--- config.mk ---
export PLATFORM = sky130hd
export DESIGN_NAME = mavlink_v2_frame_packer
export DESIGN_NICKNAME = d
export VERILOG_FILES = /design/src/design/mvpk_pkg.sv /design/src/design/mavlink_v2_frame_packer.sv
export SDC_FILE = /design/constraint.sdc
export NUM_CORES = 1
export LEC_CHECK = 0
export ABC_CLOCK_PERIOD_IN_PS = 5300
export BUFFER_PORTS_ARGS = -buffer_cell sky130_fd_sc_hd__buf_2
export CAP_MARGIN = 10
export CORE_MARGIN = 8
export CORE_UTILIZATION = 54
export CTS_BUF_LIST = sky130_fd_sc_hd__clkbuf_8
export DETAILED_ROUTE_END_ITERATION = 8
export GPL_TIMING_DRIVEN = 1
export PLACE_DENSITY = 0.77
export SLEW_MARGIN = 5
export SYNTH_ARGS = -nofsm -noshare
export SYNTH_HDL_FRONTEND = slang
export SYNTH_SLANG_ARGS = --single-unit
--- constraint.sdc ---
create_clock -name clock -period 5.3 [get_ports clock]
set_input_delay 1.06 -clock clock [delete_from_list [all_inputs] [get_ports clock]]
set_output_delay 1.06 -clock clock [all_outputs]
set_load 0.05 [all_outputs]
--- src/design/mvpk_pkg.sv ---
// ----------------------------------------------------------------------------
// MAVLink v2 frame packer package
// Payload types, register indexes, frame constants and the X.25 CRC step
// shared by the packer and its checker.
// ----------------------------------------------------------------------------
package mvpk_pkg;

   // Configuration port geometry.
   localparam int CSR_INDEX_W = 1;
   localparam int CSR_DATA_W  = 8;

   // Register indexes.
   localparam logic [CSR_INDEX_W-1:0] CSR_SYSTEM_ID    = 1'b0;
   localparam logic [CSR_INDEX_W-1:0] CSR_COMPONENT_ID = 1'b1;

   // Register reset values.
   localparam logic [7:0] SYSTEM_ID_RESET    = 8'h01;
   localparam logic [7:0] COMPONENT_ID_RESET = 8'h01;

   // Frame constants.
   localparam logic [7:0]  START_MARKER = 8'hFD;
   localparam logic [15:0] CRC_INIT     = 16'hFFFF;

   // One input transfer.
   typedef struct packed {
      logic        first_of_message;
      logic [23:0] message_id;
      logic [7:0]  extra_seed;
      logic [7:0]  payload_length;
      logic [7:0]  payload_byte;
   } req_type;

   // One result transfer.
   typedef struct packed {
      logic [7:0] frame_byte;
      logic       last_of_frame;
   } rsp_type;

   // Folds one byte into the X.25 (MCRF4XX) CRC.
   function automatic logic [15:0] x25_step(input logic [15:0] crc, input logic [7:0] b);
      logic [7:0] t;
      t = b ^ crc[7:0];
      t = t ^ {t[3:0], 4'b0000};
      return {8'h00, crc[15:8]} ^ {t, 8'h00} ^ {5'b00000, t, 3'b000} ^ {12'h000, t[7:4]};
   endfunction

endpackage

--- src/design/mavlink_v2_frame_packer.sv ---
// ----------------------------------------------------------------------------
// MAVLink v2 frame packer
// Turns a stream of payload bytes into MAVLink v2 frames with X.25 CRC.
// ----------------------------------------------------------------------------
// Usage:
// The req channel carries one payload byte per transfer. A transfer with
// first_of_message set opens a frame and carries the message id, the CRC
// extra byte and payload length; it also carries the first payload byte when
// the length is nonzero. The rsp channel returns the frame one byte per
// transfer, with last_of_frame set on the CRC high byte. Stray payload bytes
// with no frame open are dropped. The csr port sets the system and component ids.
// Timing: an accepted transfer sits in an input register and one frame byte
// is produced per cycle into the output register while rsp does not stall;
// a result byte is valid once registered there. A first transfer produces
// the header bytes, its payload byte when the length is nonzero and the CRC
// bytes when it closes the frame; a payload transfer, its byte and the CRC
// bytes when it closes the frame; a dropped one, none. The next transfer is
// taken in the cycle the last byte of the current one moves to the output
// register. Reset clears both channels, the open frame and the sequence
// number, and sets both ids to 1. A stall on rsp holds the output byte and
// pauses the byte sequencer; req_stall then rises once an undropped transfer is held.
module mavlink_v2_frame_packer (
   input  logic                                clock,
   input  logic                                reset,
   input  logic                                req_valid,
   input  mvpk_pkg::req_type                   req_data,
   output logic                                req_stall,
   output logic                                rsp_valid,
   output mvpk_pkg::rsp_type                   rsp_data,
   input  logic                                rsp_stall,
   input  logic                                csr_wr_en,
   input  logic [mvpk_pkg::CSR_INDEX_W-1:0]    csr_index,
   input  logic [mvpk_pkg::CSR_DATA_W-1:0]     csr_wdata
);
   import mvpk_pkg::*;

   // Position within the bytes that the held item produces.
   typedef enum logic [3:0] {
      ST_MARK, ST_LEN, ST_FLAG0, ST_FLAG1, ST_SEQ, ST_SYS, ST_COMP,
      ST_ID0, ST_ID1, ST_ID2, ST_PAYLOAD, ST_CRC_LO, ST_CRC_HI
   } step_type;

   logic [7:0]  sys_id_ff;
   logic [7:0]  comp_id_ff;
   logic        hold_vld_ff;
   req_type     hold_ff;
   step_type    step_ff;
   step_type    step_in;
   logic [7:0]  seq_ff;
   logic [15:0] crc_ff;
   logic [7:0]  rem_ff;
   logic        open_ff;
   logic [7:0]  extra_ff;
   logic        rsp_vld_ff;
   rsp_type     rsp_ff;

   logic        out_free;
   logic        drop;
   logic        emit;
   logic        step_last;
   logic        item_done;
   logic        accept;
   logic [7:0]  byte_out;
   logic        last_out;
   logic [15:0] crc_hash;
   logic [15:0] crc_fin;

   // Handshake decisions for the held item.
   assign out_free  = !rsp_vld_ff || !rsp_stall;
   assign drop      = hold_vld_ff && !hold_ff.first_of_message && !open_ff;
   assign emit      = hold_vld_ff && !drop && out_free;
   assign item_done = drop || (emit && step_last);
   assign req_stall = hold_vld_ff && !item_done;
   assign accept    = req_valid && !req_stall;

   assign crc_hash = x25_step(crc_ff, byte_out);
   assign crc_fin  = x25_step(crc_ff, extra_ff);

   // Byte selection and next position.
   always_comb begin
      byte_out  = 8'h00;
      last_out  = 1'b0;
      step_last = 1'b0;
      step_in   = ST_MARK;
      case (step_ff)
         ST_MARK: begin
            byte_out = START_MARKER;
            step_in  = ST_LEN;
         end
         ST_LEN: begin
            byte_out = hold_ff.payload_length;
            step_in  = ST_FLAG0;
         end
         ST_FLAG0: begin
            step_in = ST_FLAG1;
         end
         ST_FLAG1: begin
            step_in = ST_SEQ;
         end
         ST_SEQ: begin
            byte_out = seq_ff;
            step_in  = ST_SYS;
         end
         ST_SYS: begin
            byte_out = sys_id_ff;
            step_in  = ST_COMP;
         end
         ST_COMP: begin
            byte_out = comp_id_ff;
            step_in  = ST_ID0;
         end
         ST_ID0: begin
            byte_out = hold_ff.message_id[7:0];
            step_in  = ST_ID1;
         end
         ST_ID1: begin
            byte_out = hold_ff.message_id[15:8];
            step_in  = ST_ID2;
         end
         ST_ID2: begin
            byte_out = hold_ff.message_id[23:16];
            step_in  = (hold_ff.payload_length == 8'h00) ? ST_CRC_LO : ST_PAYLOAD;
         end
         ST_PAYLOAD: begin
            byte_out  = hold_ff.payload_byte;
            step_in   = ST_CRC_LO;
            step_last = (rem_ff != 8'h01);
         end
         ST_CRC_LO: begin
            byte_out = crc_fin[7:0];
            step_in  = ST_CRC_HI;
         end
         ST_CRC_HI: begin
            byte_out  = crc_ff[15:8];
            last_out  = 1'b1;
            step_last = 1'b1;
         end
         default: begin
            step_last = 1'b1;
         end
      endcase
   end

   // Frame state, input register and output register.
   always_ff @(posedge clock) begin
      if (reset) begin
         sys_id_ff   <= SYSTEM_ID_RESET;
         comp_id_ff  <= COMPONENT_ID_RESET;
         hold_vld_ff <= 1'b0;
         step_ff     <= ST_MARK;
         seq_ff      <= 8'h00;
         crc_ff      <= CRC_INIT;
         rem_ff      <= 8'h00;
         open_ff     <= 1'b0;
         extra_ff    <= 8'h00;
         rsp_vld_ff  <= 1'b0;
      end else begin
         // Configuration writes.
         if (csr_wr_en) begin
            case (csr_index)
               CSR_SYSTEM_ID:    sys_id_ff  <= csr_wdata;
               CSR_COMPONENT_ID: comp_id_ff <= csr_wdata;
               default: ;
            endcase
         end

         // One frame byte per cycle while the output register has room.
         if (emit) begin
            case (step_ff)
               ST_MARK: begin
                  crc_ff   <= CRC_INIT;
                  extra_ff <= hold_ff.extra_seed;
                  rem_ff   <= hold_ff.payload_length;
                  open_ff  <= 1'b1;
               end
               ST_SEQ: begin
                  crc_ff <= crc_hash;
                  seq_ff <= seq_ff + 8'h01;
               end
               ST_PAYLOAD: begin
                  crc_ff <= crc_hash;
                  rem_ff <= rem_ff - 8'h01;
               end
               ST_CRC_LO: begin
                  crc_ff <= crc_fin;
               end
               ST_CRC_HI: begin
                  crc_ff  <= CRC_INIT;
                  rem_ff  <= 8'h00;
                  open_ff <= 1'b0;
               end
               default: begin
                  crc_ff <= crc_hash;
               end
            endcase
         end

         // Input register: a new transfer starts at the marker or at its payload byte.
         // Otherwise the position advances with each emitted byte.
         if (accept) begin
            hold_ff     <= req_data;
            hold_vld_ff <= 1'b1;
            step_ff     <= req_data.first_of_message ? ST_MARK : ST_PAYLOAD;
         end else begin
            if (emit) begin
               step_ff <= step_in;
            end
            if (item_done) begin
               hold_vld_ff <= 1'b0;
            end
         end

         // Output register.
         if (emit) begin
            rsp_vld_ff           <= 1'b1;
            rsp_ff.frame_byte    <= byte_out;
            rsp_ff.last_of_frame <= last_out;
         end else if (!rsp_stall) begin
            rsp_vld_ff <= 1'b0;
         end
      end
   end

   assign rsp_valid = rsp_vld_ff;
   assign rsp_data  = rsp_ff;

endmodule

==> qor.csv, run 1 <==
metric,value,unit
async_flop_share,0,%
synth_area_leaders,"edfxtp_1 29%, dfxtp_1 21%, a21oi_1 3.8%",
synthCells,593,
status,completed,
drive_gt1_share,20.2,%
crit_required,4.24,ns
postCtsSetupBuffers,0,
yosys.area.top_type,edfxtp_1,
drt_iter0_markers,570,
path_max_fanout,33,
firstDrtPassIters,5,
cts_tree,built,
clock-root-buffer,clkbuf_8,
worstPathArrival,2.77,ns
cts.htree.levels,4,
fp.dieArea,14900,um^2
wl,14800,um
synth.top_cell.area_share,28.8,%
ys_warn_count,0,
worst_slew_pin_slew,0.922,ns
antenna_cells,0,
crit_type,flop to output pin,
setup.worst_path.start_class,flop,
core,10900,um^2
clock_path_buffers,2,
clk_latency,0.45,ns
critPathBufInv,3,
drc,0,
cts_made_buffers,17,
setup_viol,0,
period_needed,3.83,ns
initial_core_util,55.6,%
irDropWorstVdd,0.285,mV
relSlewSlack,38.0,%
synth_edf_count,58,
grt_pass1_wl,23700,um
dp_hpwl,10600,um
rows,38,
antenna_found_initial,0,
syn_avg_cell_area,10.2,um^2
ant_nets,0,
viasPerCell,5.84,
max_freq,261,MHz
hold_viol_final,0,
track_usage,20.4,%
die_x,122,um
syn2layout_area_growth,13.1,%
synth.distinct_cells,66,
routedWlPerCell,18.4,um
ys_ff_latch,121,
fin_setup_tns,0,ns
fillers,884,
power.density,323,nW/um^2
crit_path_max_incr_delay,0.65,ns
synth_area,6060,um^2
drv_slew,0,
worst_path_max_delay_cell,dfxtp_1,
cpLargestDelayFamily,buffers and inverters,
clk_pin_slew_worst_paths,0.07,ns
p_leak,2.54,nW
rsz0062_at_grt,false,
grt_max_degree,43,
fin_hold_ws,0.460,ns
hp-class,flop to flop,
synth_nets,659,
fin_crit_sh,72.3,%
cp-end-kind,output pin,
path_cells,"buf_4, nor2b_1, and2_1, a22o_1, a21o_1, inv_1, buf_2",
maxCapViolCount,0,
cts_resized,0,
ys_seq_area_share,49.6,%
num-nets-final,720,
die_h,122,um
grt_overflow,0,
synthFlopType,dfxtp_1,
num_vias,4711,
ioPinCount,74,
grt_pass1_vias,4566,
fin_worst_skew,0.00873,ns
globalplace.congestion,0.976,
port_buffers,73,
clkSinkCount,121,
cts_hold_buffers,0,
-- power breakdown --
part           internal (mW)  switching (mW)  leakage (nW)
registers               1.02          0.0331          1.05
logic                  0.141           0.186          1.29
clock network          0.431           0.398         0.192
-- worst paths after layout --
| kind | start | end | slack, ns | depth (start not counted) |
|---|---|---|---|---|
| worst max-delay path | step_ff[3] | req_stall | 1.47 | 7 |
| worst min-delay path | sys_id_ff[1] | sys_id_ff[1] | 0.46 | 2 |
| worst max register to register | step_ff[3] | hold_ff[43] | 1.78 | 8 |
| worst min register to register | sys_id_ff[1] | sys_id_ff[1] | 0.46 | 2 |
-- through the flow --
stage / util, % / instance area [um^2] / cells / worst slack [ns] / power (mW)
floorplan: - / 6060 / 593 / 1.31 / 1.32
CTS: 62.9 / 6850 / 807 / 1.48 / 2.22
finish: 62.9 / 6850 / 807 / 1.47 / 2.21
detailed placement: 59.3 / 6450 / 775 / 1.80 / 1.40
global placement: 59.3 / 6450 / 775 / 1.99 / 1.39
global route: 62.9 / 6850 / 807 / 1.30 / 2.29
-- synth_stat cells (9+ instances only) --
cell type / number
nand3_1: 18
a21oi_1: 46
inv_1: 12
buf_2: 13
nand2b_1: 9
nor3_1: 12
nand3b_1: 13
nand2_1: 56
mux2i_1: 21
dfxtp_1: 63
clkbuf_1: 14
edfxtp_1: 58
xor2_1: 20
xnor2_1: 24
nor2b_1: 11
o21ai_0: 20
a221oi_1: 9
nor2_1: 55
-- registers in the layout, indices dropped and copies added (netlist names), 8 cells and up --
signal,cells
comp_id_ff,8
crc_ff,16
extra_ff,8
hold_ff,49
rem_ff,8
rsp_data,9
seq_ff,8
sys_id_ff,8
-- worst reg2reg max path, delay by kind of cell, from the launching register on --
family | cells | cell delay [ns]
flops | 1 | 0.65
compound gates | 2 | 0.34
simple gates | 4 | 1.38
buf+inv | 2 | 0.84
-- metal layers --
metal | global-route usage [%] | vias to the layer above | wire length (um) | share of wire [%]
li1 | - | 2270 | - | -
met1 | 26.5 | 2207 | 6490 | 44
met2 | 31.5 | 207 | 6880 | 46
met3 | 5.55 | 27 | 1120 | 7.6
met4 | 8.79 | 0 | 312 | 2.1
met5 | 0 | - | 0 | 0
-- placed cells by master, fill, tap and decap left out, types with 3 or more instances in the layout --
cell / count
o21ai_0: 20
xor3_1: 3
nand4_1: 4
buf_4: 8
mux2i_1: 21
buf_2: 73
a211o_1: 5
nand2_1: 56
a21oi_1: 46
a211oi_1: 4
nand4b_1: 3
and2_1: 3
and3_1: 7
xnor2_2: 5
clkinvlp_4: 4
a221oi_1: 9
o21ai_1: 3
nand2b_1: 9
clkinv_2: 3
nor2b_1: 11
edfxtp_1: 58
xor2_1: 20
nor3_1: 11
ha_1: 3
a31oi_1: 3
dfxtp_1: 63
nand3_1: 18
nor2_1: 54
o32ai_1: 5
nor4_1: 6
a22oi_1: 7
o22ai_1: 3
nand3b_1: 13
xnor2_1: 24
xor2_2: 3
clkbuf_8: 18
inv_1: 12
-- cells by family after synthesis --
group | after synthesis | share of synthesized area, %
AOI/OAI and AO/OA | 127 | 13.8
and+or+nand+nor | 213 | 18.0
adders and majority gates | 3 | 0.620
buffers and inverters | 51 | 4.24
xor gates and xnor gates | 56 | 10.1
DFF | 121 | 49.6
muxes | 22 | 3.66
-- area by class of cell --
type	instances	area [um^2]	share of cell area, %
Clock buffer	18	248	3.62
Clock inverter	14	146	2.14
Inverter	12	45.0	0.657
Multi-Input combinational cell	421	2810	41.0
Sequential cell	121	3000	43.8
Tap cell	140	175	2.56
Timing Repair Buffer	81	425	6.21
Power figures use the tool's default switching activity.
==> run 2, diff against run 1 <==
--- a/config.mk
+++ b/config.mk
@@ -5,7 +5,8 @@
 export SDC_FILE = /design/constraint.sdc
 export NUM_CORES = 1
 export LEC_CHECK = 0
-export ABC_CLOCK_PERIOD_IN_PS = 5300
+export ABC_AREA = 1
+export ABC_CLOCK_PERIOD_IN_PS = 3130
 export BUFFER_PORTS_ARGS = -buffer_cell sky130_fd_sc_hd__buf_2
 export CAP_MARGIN = 10
 export CORE_MARGIN = 8
@@ -13,7 +14,7 @@
 export CTS_BUF_LIST = sky130_fd_sc_hd__clkbuf_8
 export DETAILED_ROUTE_END_ITERATION = 8
 export GPL_TIMING_DRIVEN = 1
-export PLACE_DENSITY = 0.77
+export PLACE_DENSITY = 0.8
 export SLEW_MARGIN = 5
 export SYNTH_ARGS = -nofsm -noshare
 export SYNTH_HDL_FRONTEND = slang
==> constraint.sdc (replaced) <==
create_clock -name clock -period 3.13 [get_ports clock]
set_input_delay 0.626 -clock clock [delete_from_list [all_inputs] [get_ports clock]]
set_output_delay 0.626 -clock clock [all_outputs]
set_load 0.05 [all_outputs]
==> qor.csv, run 2 <==
metric,value,unit
cts_resized,0,
fin_worst_skew,0.0108,ns
antenna_cells,0,
synthCells,806,
fin_setup_tns,0,ns
drv_slew,0,
clock_path_buffers,2,
rsz0062_at_grt,false,
globalplace.congestion,0.956,
clock-root-buffer,clkbuf_8,
viasPerCell,5.50,
hp-class,primary input to flop,
grt_overflow,0,
synth.top_cell.area_share,28.5,%
path_max_fanout,15,
initial_core_util,54.4,%
status,completed,
wl,16400,um
clkSinkCount,121,
design_area,7030,um^2
cp-end-kind,output pin,
firstDrtPassIters,5,
dp_hpwl,11900,um
num-nets-final,955,
worst_slew_pin_slew,0.541,ns
drive_gt1_share,15.9,%
track_usage,22.6,%
cts_hold_buffers,0,
path_cells,"inv_2, nand2_4, nor2_4, nand2_1, nand2_1, nand2_1, nand2_1, inv_1, buf_2",
crit_required,2.50,ns
relSlewSlack,63.8,%
grt_pass1_wl,26500,um
drc,0,
hold_viol_final,0,
placed_cell_area,6630,um^2
cts_tree,built,
synth.distinct_cells,34,
fp.dieArea,15000,um^2
antenna_found_initial,0,
setup.worst_path.start_class,flop,
grt_max_degree,50,
cts.htree.levels,4,
core,11200,um^2
synth_nets,872,
ys_ff_latch,121,
grt_pass1_vias,5414,
syn2layout_area_growth,15.3,%
drt_iter0_markers,518,
synth_edf_count,58,
clk_latency,0.43,ns
max_freq,377,MHz
power.density,539,nW/um^2
clk_pin_slew_worst_paths,0.07,ns
cpLargestDelayFamily,simple AND/OR/NAND/NOR gates,
worst_path_max_delay_cell,dfxtp_1,
critPathBufInv,3,
largest_reg_flops,49,
async_flop_share,0,%
postCtsSetupBuffers,0,
crit_type,flop to output pin,
top_register,hold_ff,
yosys.area.top_type,edfxtp_1,
period_needed,2.65,ns
maxCapViolCount,0,
ys_warn_count,0,
num_vias,5751,
die_x,122,um
synth.most_common_cell,nand2_1,
final_common_cell,nand2_1,
fin_crit_sh,84.8,%
irDropWorstVdd,0.539,mV
port_buffers,73,
routedWlPerCell,15.7,um
synth_area,6100,um^2
syn_avg_cell_area,7.57,um^2
cts_made_buffers,17,
worstPathArrival,2.03,ns
synth_area_leaders,"edfxtp_1 29%, dfxtp_1 21%, nand2_1 16%",
p_leak,3.18,nW
die_h,122,um
synth_common_cells,"259 x nand2_1, 84 x nand3_1, 78 x inv_1",
synthFlopType,dfxtp_1,
rows,39,
crit_top_cell,nand2_1,
ant_nets,0,
crit_path_max_incr_delay,0.39,ns
setup_viol,0,
ioPinCount,74,
layout_common_cells,"259 x nand2_1, 84 x nand3_1, 80 x inv_1",
ys_seq_area_share,49.2,%
==> run 2: logic make-up (layout without fill, tap and decap cells) <==
family	Yosys count	count (layout)	synth area share [%]
buf+inv	99	195	6.42
compound gates	110	110	10.0
flops	121	121	49.2
xor+xnor	5	5	0.718
fa+ha+maj	3	3	0.615
simple gates	468	468	33.0
==> run 2: layout make-up <==
class / instances / area, um^2
Clock buffer: 17 / 234
Timing Repair Buffer: 81 / 435
Inverter: 82 / 308
Multi-Input combinational cell: 586 / 2710
Tap cell: 143 / 179
Fill cell: 999 / 4190
Sequential cell: 121 / 3000
Clock inverter: 15 / 161
==> run 2: worst paths after layout <==
| kind | from | to | slack (ns) | cells after the start |
|---|---|---|---|---|
| worst max-delay path | step_ff[2] | req_stall | 0.48 | 9 |
| worst min register to register | extra_ff[4] | extra_ff[4] | 0.47 | 2 |
| worst max register to register | step_ff[0] | crc_ff[2] | 0.75 | 15 |
| worst min-delay path | req_data[4] | hold_ff[4] | 0.37 | 1 |
==> run 2: through the flow <==
stage | utilization (%) | std cells | setup WS [ns] | total power, mW | hold slack (ns)
after floorplan | - | 806 | 0.196 | 2.23 | 0.423
after global placement | 59.1 | 1012 | 0.587 | 2.40 | 0.446
after detailed placement | 59.1 | 1012 | 0.509 | 2.41 | 0.448
after CTS | 62.6 | 1044 | 0.484 | 3.80 | 0.342
after global routing | 62.7 | 1045 | 0.346 | 3.96 | 0.341
final | 62.7 | 1045 | 0.477 | 3.79 | 0.365
==> run 2: power breakdown <==
| part | switching (mW) | leakage [nW] | internal [mW] |
|---|---|---|---|
| clock network | 0.636 | 0.191 | 0.772 |
| registers | 0.0578 | 1.05 | 1.74 |
| logic | 0.392 | 1.94 | 0.191 |
==> run 2: layer usage <==
layer	GRT usage, %	vias to the layer above	wire, um
met3	5.61	47	1200
met4	11.1	0	558
met1	27.1	2621	6790
met5	0	-	0
met2	37.4	242	7820
li1	-	2841	-
==> run 3, diff against run 2 <==
--- a/config.mk
+++ b/config.mk
@@ -6,7 +6,7 @@
 export NUM_CORES = 1
 export LEC_CHECK = 0
 export ABC_AREA = 1
-export ABC_CLOCK_PERIOD_IN_PS = 3130
+export ABC_CLOCK_PERIOD_IN_PS = 2760
 export BUFFER_PORTS_ARGS = -buffer_cell sky130_fd_sc_hd__buf_2
 export CAP_MARGIN = 10
 export CORE_MARGIN = 8
@@ -14,7 +14,7 @@
 export CTS_BUF_LIST = sky130_fd_sc_hd__clkbuf_8
 export DETAILED_ROUTE_END_ITERATION = 8
 export GPL_TIMING_DRIVEN = 1
-export PLACE_DENSITY = 0.8
+export PLACE_DENSITY = 0.77
 export SLEW_MARGIN = 5
 export SYNTH_ARGS = -nofsm -noshare
 export SYNTH_HDL_FRONTEND = slang
==> constraint.sdc (replaced) <==
create_clock -name clock -period 2.76 [get_ports clock]
set_input_delay 0.552 -clock clock [delete_from_list [all_inputs] [get_ports clock]]
set_output_delay 0.552 -clock clock [all_outputs]
set_load 0.05 [all_outputs]
==> qor.csv, run 3 (same netlist as run 2, synthesis figures left out) <==
metric,value,unit
clk_latency,0.44,ns
hold_viol_final,0,
postCtsSetupBuffers,0,
fin_setup_tns,0,ns
hp-class,primary input to flop,
cts_resized,0,
setup_viol,0,
cts_made_buffers,17,
core,11200,um^2
worstPathArrival,2.06,ns
r2r_start,step_ff[3],
busiest_layer,met2,
antenna_found_initial,0,
track_usage,22.0,%
antenna_cells,0,
path_max_fanout,15,
cts.htree.levels,4,
clock_path_buffers,2,
num-nets-final,957,
r2r-end,rem_ff[3],
num_vias,5652,
relSlewSlack,26.3,%
largest_reg_flops,49,
r2r_slack,0.35,ns
crit_top_cell,nand2_1,
finalPower,4.26,mW
grtUsageMet3,5.47,%
layout_common_cells,"259 x nand2_1, 84 x nand3_1, 78 x inv_1",
firstDrtPassIters,5,
die_h,122,um
whs_endpoint,hold_ff[26],
grt_pass1_vias,5404,
ant_nets,0,
clkSinkCount,121,
initial_core_util,54.4,%
dp_hpwl,11800,um
wl,16000,um
p_seq_share,48.0,%
syn2layout_area_growth,15.4,%
die_x,122,um
viasPerCell,5.40,
setup.worst_path.start_class,flop,
crit_path_max_incr_delay,0.39,ns
max_freq,383,MHz
rsz0062_at_grt,false,
fillers,1034,
clock-root-buffer,clkbuf_8,
placed_cell_area,6660,um^2
cpLargestDelayFamily,simple AND/OR/NAND/NOR gates,
grtUsageMet1,27.0,%
multi_input_area,2710,um^2
clkPwrFrac,36.4,%
path_cells,"inv_2, nand2_4, nor2_4, nand2_1, nand2_1, nand2_1, nand2_1, inv_1, buf_2",
maxCapViolCount,0,
grt_pass1_wl,25800,um
cts_tree,built,
sw_frac_of_total,29.5,%
cts_hold_buffers,0,
period_needed,2.61,ns
use_met2,35.9,%
globalplace.congestion,0.932,
status,completed,
rows,39,
worst_slew_pin_slew,1.09,ns
clk_pin_slew_worst_paths,0.07,ns
critPathBufInv,3,
drv_slew,0,
power.density,605,nW/um^2
fin_crit_sh,94.6,%
drt_iter0_markers,450,
irDropWorstVdd,0.362,mV
drc,0,
drive_gt1_share,16.4,%
p_leak,3.19,nW
min_path_cells,1,
switchingPower,1.26,mW
grt_overflow,0,
regArea,3000,um^2
worst_path_max_delay_cell,dfxtp_1,
fp.dieArea,15000,um^2
crit_required,2.21,ns
final_common_cell,nand2_1,
fin_worst_skew,0.0121,ns
cp-end-kind,output pin,
ff2ff_path_depth,8,
hp-start,req_data[26],
top_register,hold_ff,
crit_type,flop to output pin,
port_buffers,73,
combPwrFrac,15.6,%
ioPinCount,74,
intPower,3.00,mW
design_area,7040,um^2
grt_max_degree,39,
routedWlPerCell,15.2,um
==> run 3: cell count changes in the layout (fill, tap and decap cells not counted) <==
cell,previous run,this run
clkinvlp_4,5,2
buf_2,74,73
inv_1,80,78
inv_6,0,3
buf_4,6,9
clkinv_4,1,3
bufinv_16,3,2
clkinv_2,2,4
clkinv_1,2,1
==> run 3: layout make-up <==
type | instances | share of cell area, %
tap | 143 | 2.54
multi-input combinational | 586 | 38.5
timing repair buffer | 83 | 6.43
inverter | 82 | 4.37
sequential | 121 | 42.6
clock buffer | 17 | 3.32
clock inverter | 15 | 2.15
==> run 3: metal layers <==
metal	vias up	routed length [um]
met5	-	0
li1	2840	-
met3	37	1130
met2	203	7580
met1	2572	6720
met4	0	522
==> run 3: power groups by stage <==
stage | registers, mW | logic, mW | clock network, mW
after floorplan | 2.07 | 0.454 | 0
final | 2.04 | 0.664 | 1.55
after detailed placement | 2.08 | 0.652 | 0
after CTS | 2.04 | 0.658 | 1.57
after global placement | 2.08 | 0.643 | 0
after global routing | 2.05 | 0.754 | 1.65
==> run 3: how the worst max path moves through the flow <==
stage                 end        from  cells past startpoint  slack (ns)
3_5_place_dp    rem_ff[4]  step_ff[3]                      8        0.39
5_1_grt         req_stall  step_ff[2]                      9       0.009
4_1_cts         req_stall  step_ff[2]                      9        0.14
6_report        req_stall  step_ff[2]                      9        0.15
2_1_floorplan  hold_ff[0]  step_ff[2]                     10        0.35
3_3_place_gp    rem_ff[7]  step_ff[3]                      8        0.47
==> run 3: metrics by stage <==
stage | utilization [%] | instances | hold WS [ns] | setup slack (ns)
detailed placement | 59.3 | 1015 | 0.453 | 0.389
floorplan | - | 806 | 0.423 | 0.354
global placement | 59.3 | 1015 | 0.437 | 0.475
CTS | 62.7 | 1047 | 0.269 | 0.145
global route | 62.7 | 1047 | 0.266 | 0.00862
finish | 62.7 | 1047 | 0.285 | 0.149
